**src/sha1md_pkg.sv**
```systemverilog
// Shared types and constants for the SHA-1 message digest block.
// No dependencies; imported by sha1_message_digest and sha1md_checker.
package sha1md_pkg;

   localparam logic OP_ABSORB = 1'b0;
   localparam logic OP_FINISH = 1'b1;

   localparam int WORD_COUNT = 5;
   localparam logic [2:0] LAST_INDEX = 3'd4;

   localparam logic [7:0] PAD_BYTE = 8'h80;
   localparam logic [5:0] LEN_POS  = 6'd56;
   localparam logic [5:0] LAST_POS = 6'd63;
   localparam logic [6:0] LAST_ROUND = 7'd79;

   localparam logic [31:0] IV [WORD_COUNT] = '{
      32'h67452301, 32'hEFCDAB89, 32'h98BADCFE, 32'h10325476, 32'hC3D2E1F0
   };

   localparam logic [31:0] K_ROUND [4] = '{
      32'h5A827999, 32'h6ED9EBA1, 32'h8F1BBCDC, 32'hCA62C1D6
   };

   typedef struct packed {
      logic       operation;
      logic [7:0] data_byte;
   } req_type;

   typedef struct packed {
      logic [31:0] digest_word;
      logic [2:0]  word_index;
      logic        last_word;
   } rsp_type;

endpackage

```
**src/sha1_message_digest.sv**
```systemverilog
// SHA-1 message digest over a byte stream, one round per cycle.
// Depends on sha1md_pkg (types, initial vector, round constants).
//
//  channel | dir | handshake           | payload
//  --------+-----+---------------------+---------------------------------------
//  req     | in  | req_valid/req_ready | operation, data_byte (absorb / finish)
//  rsp     | out | rsp_valid/rsp_ready | digest_word, word_index, last_word
//
// An absorb transaction shifts its byte into the message window; the 64th byte
// of a block starts 80 rounds on the single round unit, then the chaining adds.
// A finish transaction feeds 9 to 72 pad bytes at one per cycle outside compression,
// runs one or two compressions, then offers five result transactions, one per cycle while rsp_ready is high.
// req_ready is high only while idle. Synchronous active-high reset loads the
// initial vector and clears position, length and control state.
module sha1_message_digest
   import sha1md_pkg::*;
(
   input  logic    clock,
   input  logic    reset,
   input  logic    req_valid,
   output logic    req_ready,
   input  req_type req_data,
   output logic    rsp_valid,
   input  logic    rsp_ready,
   output rsp_type rsp_data
);

   typedef enum logic [2:0] {
      ST_IDLE,
      ST_PAD,
      ST_COMPRESS,
      ST_ADD,
      ST_EMIT
   } state_type;

   state_type state_ff, state_in;

   // Message window: bytes shift in at the low end, so word 0 sits at the top.
   // During compression the same register is the 16-word schedule window.
   logic [511:0] msg_ff, msg_in;
   logic [31:0]  h_ff [WORD_COUNT];
   logic [31:0]  h_in [WORD_COUNT];
   logic [31:0]  a_ff, b_ff, c_ff, d_ff, e_ff;
   logic [31:0]  a_in, b_in, c_in, d_in, e_in;
   logic [5:0]   pos_ff, pos_in;
   logic [60:0]  total_ff, total_in;
   logic [63:0]  len_ff, len_in;
   logic [6:0]   round_ff, round_in;
   logic [2:0]   idx_ff, idx_in;
   logic         first_ff, first_in;         // next pad byte is the 0x80 marker
   logic         len_active_ff, len_active_in; // length bytes under way
   logic         pad_mode_ff, pad_mode_in;   // a finish is in progress
   logic         final_ff, final_in;         // current compression is the last

   logic         req_fire;
   logic         pad_sel_len;
   logic [7:0]   pad_byte;
   logic [31:0]  w0, w2, w8, w13, w_new;
   logic [31:0]  f_val, k_val, t_val;

   assign req_ready = (state_ff == ST_IDLE);
   assign req_fire  = req_valid && req_ready;
   assign rsp_valid = (state_ff == ST_EMIT);

   assign rsp_data.digest_word = h_ff[idx_ff];
   assign rsp_data.word_index  = idx_ff;
   assign rsp_data.last_word   = (idx_ff == LAST_INDEX);

   // Padding byte source: marker, zeros up to offset 56, then the bit length.
   assign pad_sel_len = !first_ff && ((pos_ff == LEN_POS) || len_active_ff);
   assign pad_byte    = first_ff ? PAD_BYTE : (pad_sel_len ? len_ff[63:56] : 8'h00);

   // Schedule taps: w[t], w[t+2], w[t+8], w[t+13] of the sliding window.
   assign w0    = msg_ff[511:480];
   assign w2    = msg_ff[447:416];
   assign w8    = msg_ff[255:224];
   assign w13   = msg_ff[95:64];
   assign w_new = {(w13[30:0] ^ w8[30:0] ^ w2[30:0] ^ w0[30:0]),
                   (w13[31] ^ w8[31] ^ w2[31] ^ w0[31])};

   // Round function and constant by round group.
   always_comb begin
      if (round_ff < 7'd20) begin
         f_val = (b_ff & c_ff) | (~b_ff & d_ff);
         k_val = K_ROUND[0];
      end else if (round_ff < 7'd40) begin
         f_val = b_ff ^ c_ff ^ d_ff;
         k_val = K_ROUND[1];
      end else if (round_ff < 7'd60) begin
         f_val = (b_ff & c_ff) | (b_ff & d_ff) | (c_ff & d_ff);
         k_val = K_ROUND[2];
      end else begin
         f_val = b_ff ^ c_ff ^ d_ff;
         k_val = K_ROUND[3];
      end
   end

   assign t_val = {a_ff[26:0], a_ff[31:27]} + f_val + e_ff + k_val + w0;

   always_comb begin
      state_in      = state_ff;
      msg_in        = msg_ff;
      a_in          = a_ff;
      b_in          = b_ff;
      c_in          = c_ff;
      d_in          = d_ff;
      e_in          = e_ff;
      pos_in        = pos_ff;
      total_in      = total_ff;
      len_in        = len_ff;
      round_in      = round_ff;
      idx_in        = idx_ff;
      first_in      = first_ff;
      len_active_in = len_active_ff;
      pad_mode_in   = pad_mode_ff;
      final_in      = final_ff;
      for (int i = 0; i < WORD_COUNT; i++) begin
         h_in[i] = h_ff[i];
      end

      case (state_ff)
         ST_IDLE: begin
            if (req_fire) begin
               if (req_data.operation == OP_ABSORB) begin
                  msg_in   = {msg_ff[503:0], req_data.data_byte};
                  pos_in   = pos_ff + 6'd1;
                  total_in = total_ff + 61'd1;
                  if (pos_ff == LAST_POS) begin
                     state_in = ST_COMPRESS;
                     round_in = '0;
                     a_in     = h_ff[0];
                     b_in     = h_ff[1];
                     c_in     = h_ff[2];
                     d_in     = h_ff[3];
                     e_in     = h_ff[4];
                  end
               end else begin
                  state_in      = ST_PAD;
                  len_in        = {total_ff, 3'b000};
                  first_in      = 1'b1;
                  len_active_in = 1'b0;
                  pad_mode_in   = 1'b1;
               end
            end
         end

         ST_PAD: begin
            msg_in   = {msg_ff[503:0], pad_byte};
            pos_in   = pos_ff + 6'd1;
            first_in = 1'b0;
            if (pad_sel_len) begin
               len_active_in = 1'b1;
               len_in        = {len_ff[55:0], 8'h00};
            end
            if (pos_ff == LAST_POS) begin
               state_in = ST_COMPRESS;
               final_in = pad_sel_len;
               round_in = '0;
               a_in     = h_ff[0];
               b_in     = h_ff[1];
               c_in     = h_ff[2];
               d_in     = h_ff[3];
               e_in     = h_ff[4];
            end
         end

         ST_COMPRESS: begin
            a_in     = t_val;
            b_in     = a_ff;
            c_in     = {b_ff[1:0], b_ff[31:2]};
            d_in     = c_ff;
            e_in     = d_ff;
            msg_in   = {msg_ff[479:0], w_new};
            round_in = round_ff + 7'd1;
            if (round_ff == LAST_ROUND) begin
               state_in = ST_ADD;
            end
         end

         ST_ADD: begin
            h_in[0] = h_ff[0] + a_ff;
            h_in[1] = h_ff[1] + b_ff;
            h_in[2] = h_ff[2] + c_ff;
            h_in[3] = h_ff[3] + d_ff;
            h_in[4] = h_ff[4] + e_ff;
            if (final_ff) begin
               state_in = ST_EMIT;
               idx_in   = '0;
            end else if (pad_mode_ff) begin
               state_in = ST_PAD;
            end else begin
               state_in = ST_IDLE;
            end
         end

         ST_EMIT: begin
            if (rsp_ready) begin
               if (idx_ff == LAST_INDEX) begin
                  state_in      = ST_IDLE;
                  pos_in        = '0;
                  total_in      = '0;
                  pad_mode_in   = 1'b0;
                  final_in      = 1'b0;
                  len_active_in = 1'b0;
                  for (int i = 0; i < WORD_COUNT; i++) begin
                     h_in[i] = IV[i];
                  end
               end else begin
                  idx_in = idx_ff + 3'd1;
               end
            end
         end

         default: begin
            state_in = ST_IDLE;
         end
      endcase
   end

   always_ff @(posedge clock) begin
      msg_ff   <= msg_in;
      a_ff     <= a_in;
      b_ff     <= b_in;
      c_ff     <= c_in;
      d_ff     <= d_in;
      e_ff     <= e_in;
      len_ff   <= len_in;
      round_ff <= round_in;
      if (reset) begin
         state_ff      <= ST_IDLE;
         pos_ff        <= '0;
         total_ff      <= '0;
         idx_ff        <= '0;
         first_ff      <= 1'b0;
         len_active_ff <= 1'b0;
         pad_mode_ff   <= 1'b0;
         final_ff      <= 1'b0;
         for (int i = 0; i < WORD_COUNT; i++) begin
            h_ff[i] <= IV[i];
         end
      end else begin
         state_ff      <= state_in;
         pos_ff        <= pos_in;
         total_ff      <= total_in;
         idx_ff        <= idx_in;
         first_ff      <= first_in;
         len_active_ff <= len_active_in;
         pad_mode_ff   <= pad_mode_in;
         final_ff      <= final_in;
         for (int i = 0; i < WORD_COUNT; i++) begin
            h_ff[i] <= h_in[i];
         end
      end
   end

endmodule

```
**config.mk**
```make
export PLATFORM = sky130hd
export DESIGN_NAME = sha1_message_digest
export DESIGN_NICKNAME = d
export VERILOG_FILES = /design/src/sha1md_pkg.sv /design/src/sha1_message_digest.sv
export SDC_FILE = /design/constraint.sdc
export NUM_CORES = 2
export LEC_CHECK = 0
export BUFFER_PORTS_ARGS = -buffer_cell sky130_fd_sc_hd__buf_2
export CAP_MARGIN = 20
export CORE_AREA = 10 10 342 344
export CTS_CLUSTER_SIZE = 20
export DETAILED_ROUTE_END_ITERATION = 12
export DIE_AREA = 0 0 352 354
export PLACE_DENSITY = 0.7
export SYNTH_ARGS = -nofsm -noshare
export SYNTH_HDL_FRONTEND = slang
export SYNTH_SLANG_ARGS = --single-unit
```
**constraint.sdc**
```tcl
create_clock -name clock -period 45.6 [get_ports clock]
set_clock_uncertainty 0.15 [all_clocks]
set_input_delay 4.56 -clock clock [delete_from_list [all_inputs] [get_ports clock]]
set_output_delay 4.56 -clock clock [all_outputs]
set_load 0.1 [all_outputs]
```
**Word-level counts from Yosys, hierarchy flattened**

Memory sizes are Yosys's and may differ from the RTL's. A register that Yosys moved wholly into a read port is not among the register bits.
Index checks and enable logic that the tools add are counted.

- Register bits after elaboration: 820
- Bits in writable memories: 160
- Input port bits: 13
- Output and inout bits: 38
- Word-level logic and storage cells: 180
- Memories kept: 1

- Add/subtract/negate cells: 13
- $lt $le $gt $ge: 3
- Eq/ne operators: 18
- Multiplexer cells: 87
- Bitwise operators: 21
- Reduce and logical (&&, ||, !) cells: 21

Memories:

| memory | words | bits a word | read ports | clocked after Yosys merged registers in | write ports | line | text |
|---|---|---|---|---|---|---|---|
| h_ff | 5 | 32 | 6 | 1 | 5 | sha1_message_digest.sv:41 | `logic [31:0] h_ff [WORD_COUNT];` |

Operators by type and width:

| kind | number |
|---|---|
| one-hot mux 512 bit (3 select lines) | 1 |
| 2-to-1 mux 512 bit | 2 |
| 2-to-1 mux 32 bit | 25 |
| one-hot mux 32 bit (3 select lines) | 5 |
| 2-to-1 mux 160 bit | 2 |
| one-hot mux 160 bit (2 select lines) | 1 |
| adder 32 bit | 9 |
| 2-to-1 mux 61 bit | 4 |
| 2-to-1 mux 64 bit | 3 |
| bitwise AND 32 bit | 4 |
| one-hot mux 64 bit (2 select lines) | 1 |
| one-hot mux 61 bit (2 select lines) | 1 |
| bitwise OR 32 bit | 3 |
| bitwise XOR 31 bit | 3 |
| bitwise XOR 32 bit | 2 |
| adder 61 x 1 -> 61 bit (second input constant) | 1 |
| 2-to-1 mux 3 bit | 12 |
| inverter 32 bit | 1 |
| 2-to-1 mux 31 bit | 1 |
| 2-to-1 mux 6 bit | 4 |
| 2-to-1 mux 7 bit | 3 |
| one-hot mux 7 bit (3 select lines) | 1 |
| one-hot mux 6 bit (3 select lines) | 1 |
| 2-to-1 mux 8 bit | 2 |
| other kinds (29) | 71 |

**Logic depth before layout (Yosys ltp)**

- Word-level depth: 11
- Gate-level depth with buffers: 24
- Mapped depth without buffers: 22

**Worst setup path before layout**

Ideal clock, no wire load.

- Path kind: input to register
- Start: in req_valid
- End: reg a_ff[0] (enable)
- Library setup time: 0.542 ns
- Arrival: 19.170 ns
- Data required time: 44.908 ns
- Path slack: 25.738 ns
- Cell stages on the path: 3
- Path buffers: 0
- Cell sequence: nor2b_1 o211a_1 o21a_1

- Longest elaborated chain between the ends: 3

Ends and longest elaborated chain:

| what | line | text |
|---|---|---|
| start: declaration | sha1_message_digest.sv:20 | `input logic req_valid,` |
| logical AND 1 bit | sha1_message_digest.sv:62 | `assign req_fire = req_valid && req_ready;` |
| inequality test 2 x 1 -> 1 bit (no source line) | -- |  |
| AND reduction 3 bit (no source line) | -- |  |
| end signal: assignment | sha1_message_digest.sv:222 | `a_ff <= a_in;` |
| end: declaration | sha1_message_digest.sv:43 | `logic [31:0] a_ff, b_ff, c_ff, d_ff, e_ff;` |

Every way passes these cells.
A chain may end at the register's enable or synchronous reset.

**Final worst setup path**

- Start: in req_valid
- End: reg msg_ff[205] (enable)

- Longest elaborated chain between the ends: 3

Ends and longest elaborated chain:

| what | line | text |
|---|---|---|
| logical AND 1 bit | sha1_message_digest.sv:62 |  |
| inequality test 2 x 1 -> 1 bit (no source line) | -- |  |
| AND reduction 3 bit (no source line) | -- |  |
| end signal: assignment | sha1_message_digest.sv:221 | `msg_ff <= msg_in;` |
| end: declaration | sha1_message_digest.sv:40 | `logic [511:0] msg_ff, msg_in;` |

Every way passes these cells.

==> implementation parameters <==
Parameter                              Value

Run status
  Run status ... completed

Clock network
  Clock-pin slew on the worst setup and hold paths ... 0.06 ns
  CTS sink cnt ... 980
  Clock buffer depth ... 3
  Skew-Pair Late Insertion Delay ... 0.72 ns
  Root buffer cell ... clkbuf_16
  Hold buffers post-CTS ... 0
  TritonCTS buffer count ... 104
  CTS tree ... built
  Depth of the CTS H-tree ... 3
  Number of gates given a new drive strength after cts ... 0
  Post-CTS Repair Setup Buffers ... 0

Drt
  Antenna Nets Post-Route ... 0
  Routed wire length ... 141 mm
  Total number of vias ... 41300
  DR WL met3 ... 10.6 mm
  DR top layer ... met5
  DR DRC count ... 0
  Met2 Wirelength ... 62.7 mm
  Count of routing violations after the opening detailed-route iteration ... 4389
  Detailed-route wire length per cell ... 19.1 um
  Post-detailed-route via-to-cell ratio ... 5.62
  Number of search-and-repair iterations in the first detailed-routing pass ... 6
  Post-route met1 wirelength ... 61.9 mm

Layout
  Count of nets after finishing ... 6101
  Layout cell share with drive strength beyond 1 ... 0.0658
  Utilization of the core after routing ... 0.543
  Synth-to-Final Area Change ... 9.36%
  Filler Cells Inserted ... 9735
  Register area ... 27000 sq um
  Antenna Diode Count ... 0
  Final design instance area without fill ... 59800 sq um
  Area of the multi-input gates ... 25800 sq um

Placement
  HPWL Detailed ... 96.9 mm
  Area after detailed placement ... 56300 sq um
  Global placer's final weighted congestion ... 0.957
  Number of buffer cells added on primary ports ... 50

Global route
  Combined global-route utilization of all metal layers ... 0.220
  Via count of the first global-routing pass ... 39800
  Pin count of the biggest net entering global routing ... 200
  Initial antenna violation count ... 5
  Overflow left after global routing ... 0
  Wire length of the first global-routing pass ... 222 mm

Yosys
  Syn nets ... 6153
  Dominant register cell in the synthesized netlist ... edfxtp_1
  Proportion of synthesized chip area in sequential cells ... 0.494
  Synthesized area ... 54700 sq um
  Warnings, synthesis ... 0
  Share of synthesized flip-flops with an asynchronous set or reset ... 0
  Avg Synthesized Cell Area ... 9.40 sq um
  Flops & latches, synth ... 980
  Yosys cell types ... 95
  Cells after Synth ... 5816
  EDFF count, synth ... 740

Pwr
  VDD IR-drop max ... 0.0318 mV
  Power per cell area ... 32.4 nW/um^2
  Leakage ... 24.6 nW

Run
  Max-cap violation count ... 0

Worst setup path
  R2r endpoint ... a_ff[30]
  Cell depth of the worst setup path ... 6
  Element type at the critical path end ... flop
  Timing endpoint of the critical path ... msg_ff[205]
  Depth of the worst register-to-register path ... 23
  Buffer and inverter count on the worst path ... 4
  Chain of cells forming the critical path ... buf_2 > nor2b_1 > o211a_4 > buf_4 > buf_4 > buf_4
  Reg2reg setup slack ... 38.44 ns
  Most Frequent Cell on Critical Path ... buf_4
  Critical path's largest stage delay ... 0.87 ns
  Max Fanout on Critical Path ... 75
  Launching point of the worst reg2reg path ... round_ff[3]
  CP max-delay cell ... buf_4
  CP Launch Point ... req_valid
  Crit path launch type ... input port
  Top cell family by delay on the critical path ... buffers and inverters
  Required time of the critical path ... 45.74 ns
  Worst Path Class, Setup ... in2reg
  Arrival time at the worst endpoint ... 8.27 ns

Floorplanning
  DIE HEIGHT ... 354 um
  Die Area ... 125000 sq um
  Number of placed I/O pins ... 51
  Core area ... 110000 sq um
  Row Count ... 122
  Initial Utilization ... 0.497
  Width of the chip ... 352 um

STA
  Number of failing hold endpoints at the final stage ... 0
  Highest clock frequency the design can meet ... 123 MHz
  Final total negative setup slack ... 0 ns
  Worst-case headroom to the max-slew limit ... 0.200
  Actual slew at the worst max-slew pin ... 1.20 ns
  Max-slew violations ... 0
  Final number of setup-violating endpoints ... 0
  Part of the cycle the worst path needs ... 0.178
  Post-layout min period ... 8.14 ns
  Setup repair after global routing missed its margin ... no
  Final worst hold slack ... 0.311 ns

Min path
  Hold crit path type ... reg2reg
==> cell usage in the layout (no fill, tap or decap), types with 33 or more instances in the layout <==
cell	Yosys	final
o21a_1	34	33
o21ai_0	230	230
xnor2_1	201	201
nand2b_1	82	81
a21oi_1	196	195
buf_4	0	44
ha_1	199	199
nor2_1	290	286
buf_2	3	49
a21o_1	58	57
edfxtp_1	740	740
nor3_1	44	43
nand3_1	59	58
fa_1	125	125
clkbuf_16	0	107
mux2_2	43	43
a22oi_1	40	40
nand2_1	2111	2109
inv_1	248	248
o22ai_1	64	64
xor2_1	110	110
dfxtp_1	240	238
==> cell type report <==
class	instances	area share
Clock buffer	146	0.0490
Clock inverter	51	0.00902
Inverter	249	0.0156
Multi-Input combinational cell	4331	0.432
Sequential cell	980	0.452
Tap cell	1488	0.0311
Timing Repair Buffer	98	0.0113
==> per-layer routing <==
layer,up-vias,track usage
li1,19700,-
met3,308,0.0341
met4,8,0.0819
met2,1482,0.341
met1,19800,0.309
met5,-,0
==> worst min-delay path by stage <==
stage | startpoint | to | cells past startpoint
final | pad_mode_ff | state_ff[0] | 2
after detailed placement | pad_mode_ff | state_ff[0] | 2
after floorplan | pad_mode_ff | state_ff[0] | 2
after global placement | pad_mode_ff | state_ff[0] | 2
after global routing | pad_mode_ff | state_ff[0] | 2
after CTS | pad_mode_ff | state_ff[0] | 2
==> where the power goes <==
group          internal [mW]  switching, mW  total, mW  leakage (nW)
registers              0.996         0.0174       1.01          8.72
clock network          0.496          0.368      0.864          1.70
logic                 0.0190         0.0439     0.0629          14.2
==> registers in the layout, summed over array words and instances (netlist names), named ones only <==
register       flops
e_ff              32
total_ff          61
first_ff           1
a_ff              32
c_ff              32
msg_ff           512
h_ff             160
pos_ff             6
idx_ff             3
len_ff            61
round_ff           7
final_ff           1
b_ff              32
state_ff           3
d_ff              32
pad_mode_ff        1
len_active_ff      1
==> metrics by stage <==
step	cells	setup slack, ns	power (mW)
2_1_floorplan	5816	25.74	1.09
3_3_place_gp	7143	36.78	1.09
3_5_place_dp	7143	36.73	1.10
4_1_cts	7340	37.44	1.95
5_1_grt	7343	37.13	2.00
6_report	7343	37.46	1.94
==> Yosys cell counts, drive strengths merged (6+ instances only) <==
| library cell | n | area share |
|---|---|---|
| nor2 | 292 | 0.020 |
| a211o | 9 | 0.0014 |
| o21a | 34 | 0.0047 |
| edfxtp | 740 | 0.41 |
| xnor2 | 201 | 0.032 |
| mux4 | 32 | 0.013 |
| nand2 | 2112 | 0.14 |
| o41ai | 6 | 0.0016 |
| nor4 | 10 | 0.0014 |
| a221o | 14 | 0.0026 |
| ha | 199 | 0.046 |
| a211oi | 33 | 0.0047 |
| a22o | 6 | 0.00096 |
| a22oi | 40 | 0.0055 |
| a221oi | 8 | 0.0013 |
| a21oi | 198 | 0.018 |
| nand4 | 26 | 0.0034 |
| xor2 | 110 | 0.018 |
| o21ai | 239 | 0.022 |
| fa | 125 | 0.046 |
| dfxtp | 240 | 0.088 |
| nor2b | 27 | 0.0031 |
| nand2b | 82 | 0.0094 |
| nand3 | 60 | 0.0056 |
| or3 | 31 | 0.0035 |
| nor3 | 46 | 0.0046 |
| clkbuf | 237 | 0.016 |
| and4 | 8 | 0.0013 |
| buf | 19 | 0.0015 |
| a31oi | 19 | 0.0022 |
| o31a | 7 | 0.0011 |
| a222oi | 7 | 0.0013 |
| mux2i | 27 | 0.0049 |
| and3 | 25 | 0.0029 |
| o21bai | 26 | 0.0036 |
| o22ai | 64 | 0.0073 |
| a21o | 58 | 0.0080 |
| mux2 | 43 | 0.0089 |
| and2 | 18 | 0.0021 |
| o211ai | 12 | 0.0017 |
| inv | 248 | 0.017 |
| or2 | 8 | 0.00092 |
| o31ai | 9 | 0.0013 |
==> logic make-up (layout without fill, tap and decap cells) <==
logic type	after synthesis	count (layout)	synth area share
AND/OR/NAND/NOR	2762	2762	0.206
flip-flops	980	980	0.494
AO/OA/AOI/OAI	832	832	0.0968
buffers and inverters	505	544	0.0349
adder cells (fa/ha/maj)	324	324	0.0913
XOR/XNOR	311	311	0.0498
multiplexers	102	102	0.0270
==> tightest hold or removal path, cell delays in order (launching register included) <==
cell and delay (ns):
dfxtp_1 0.31, nand2_1 0.05, a21oi_1 0.05
Power figures use the tool's default switching activity.
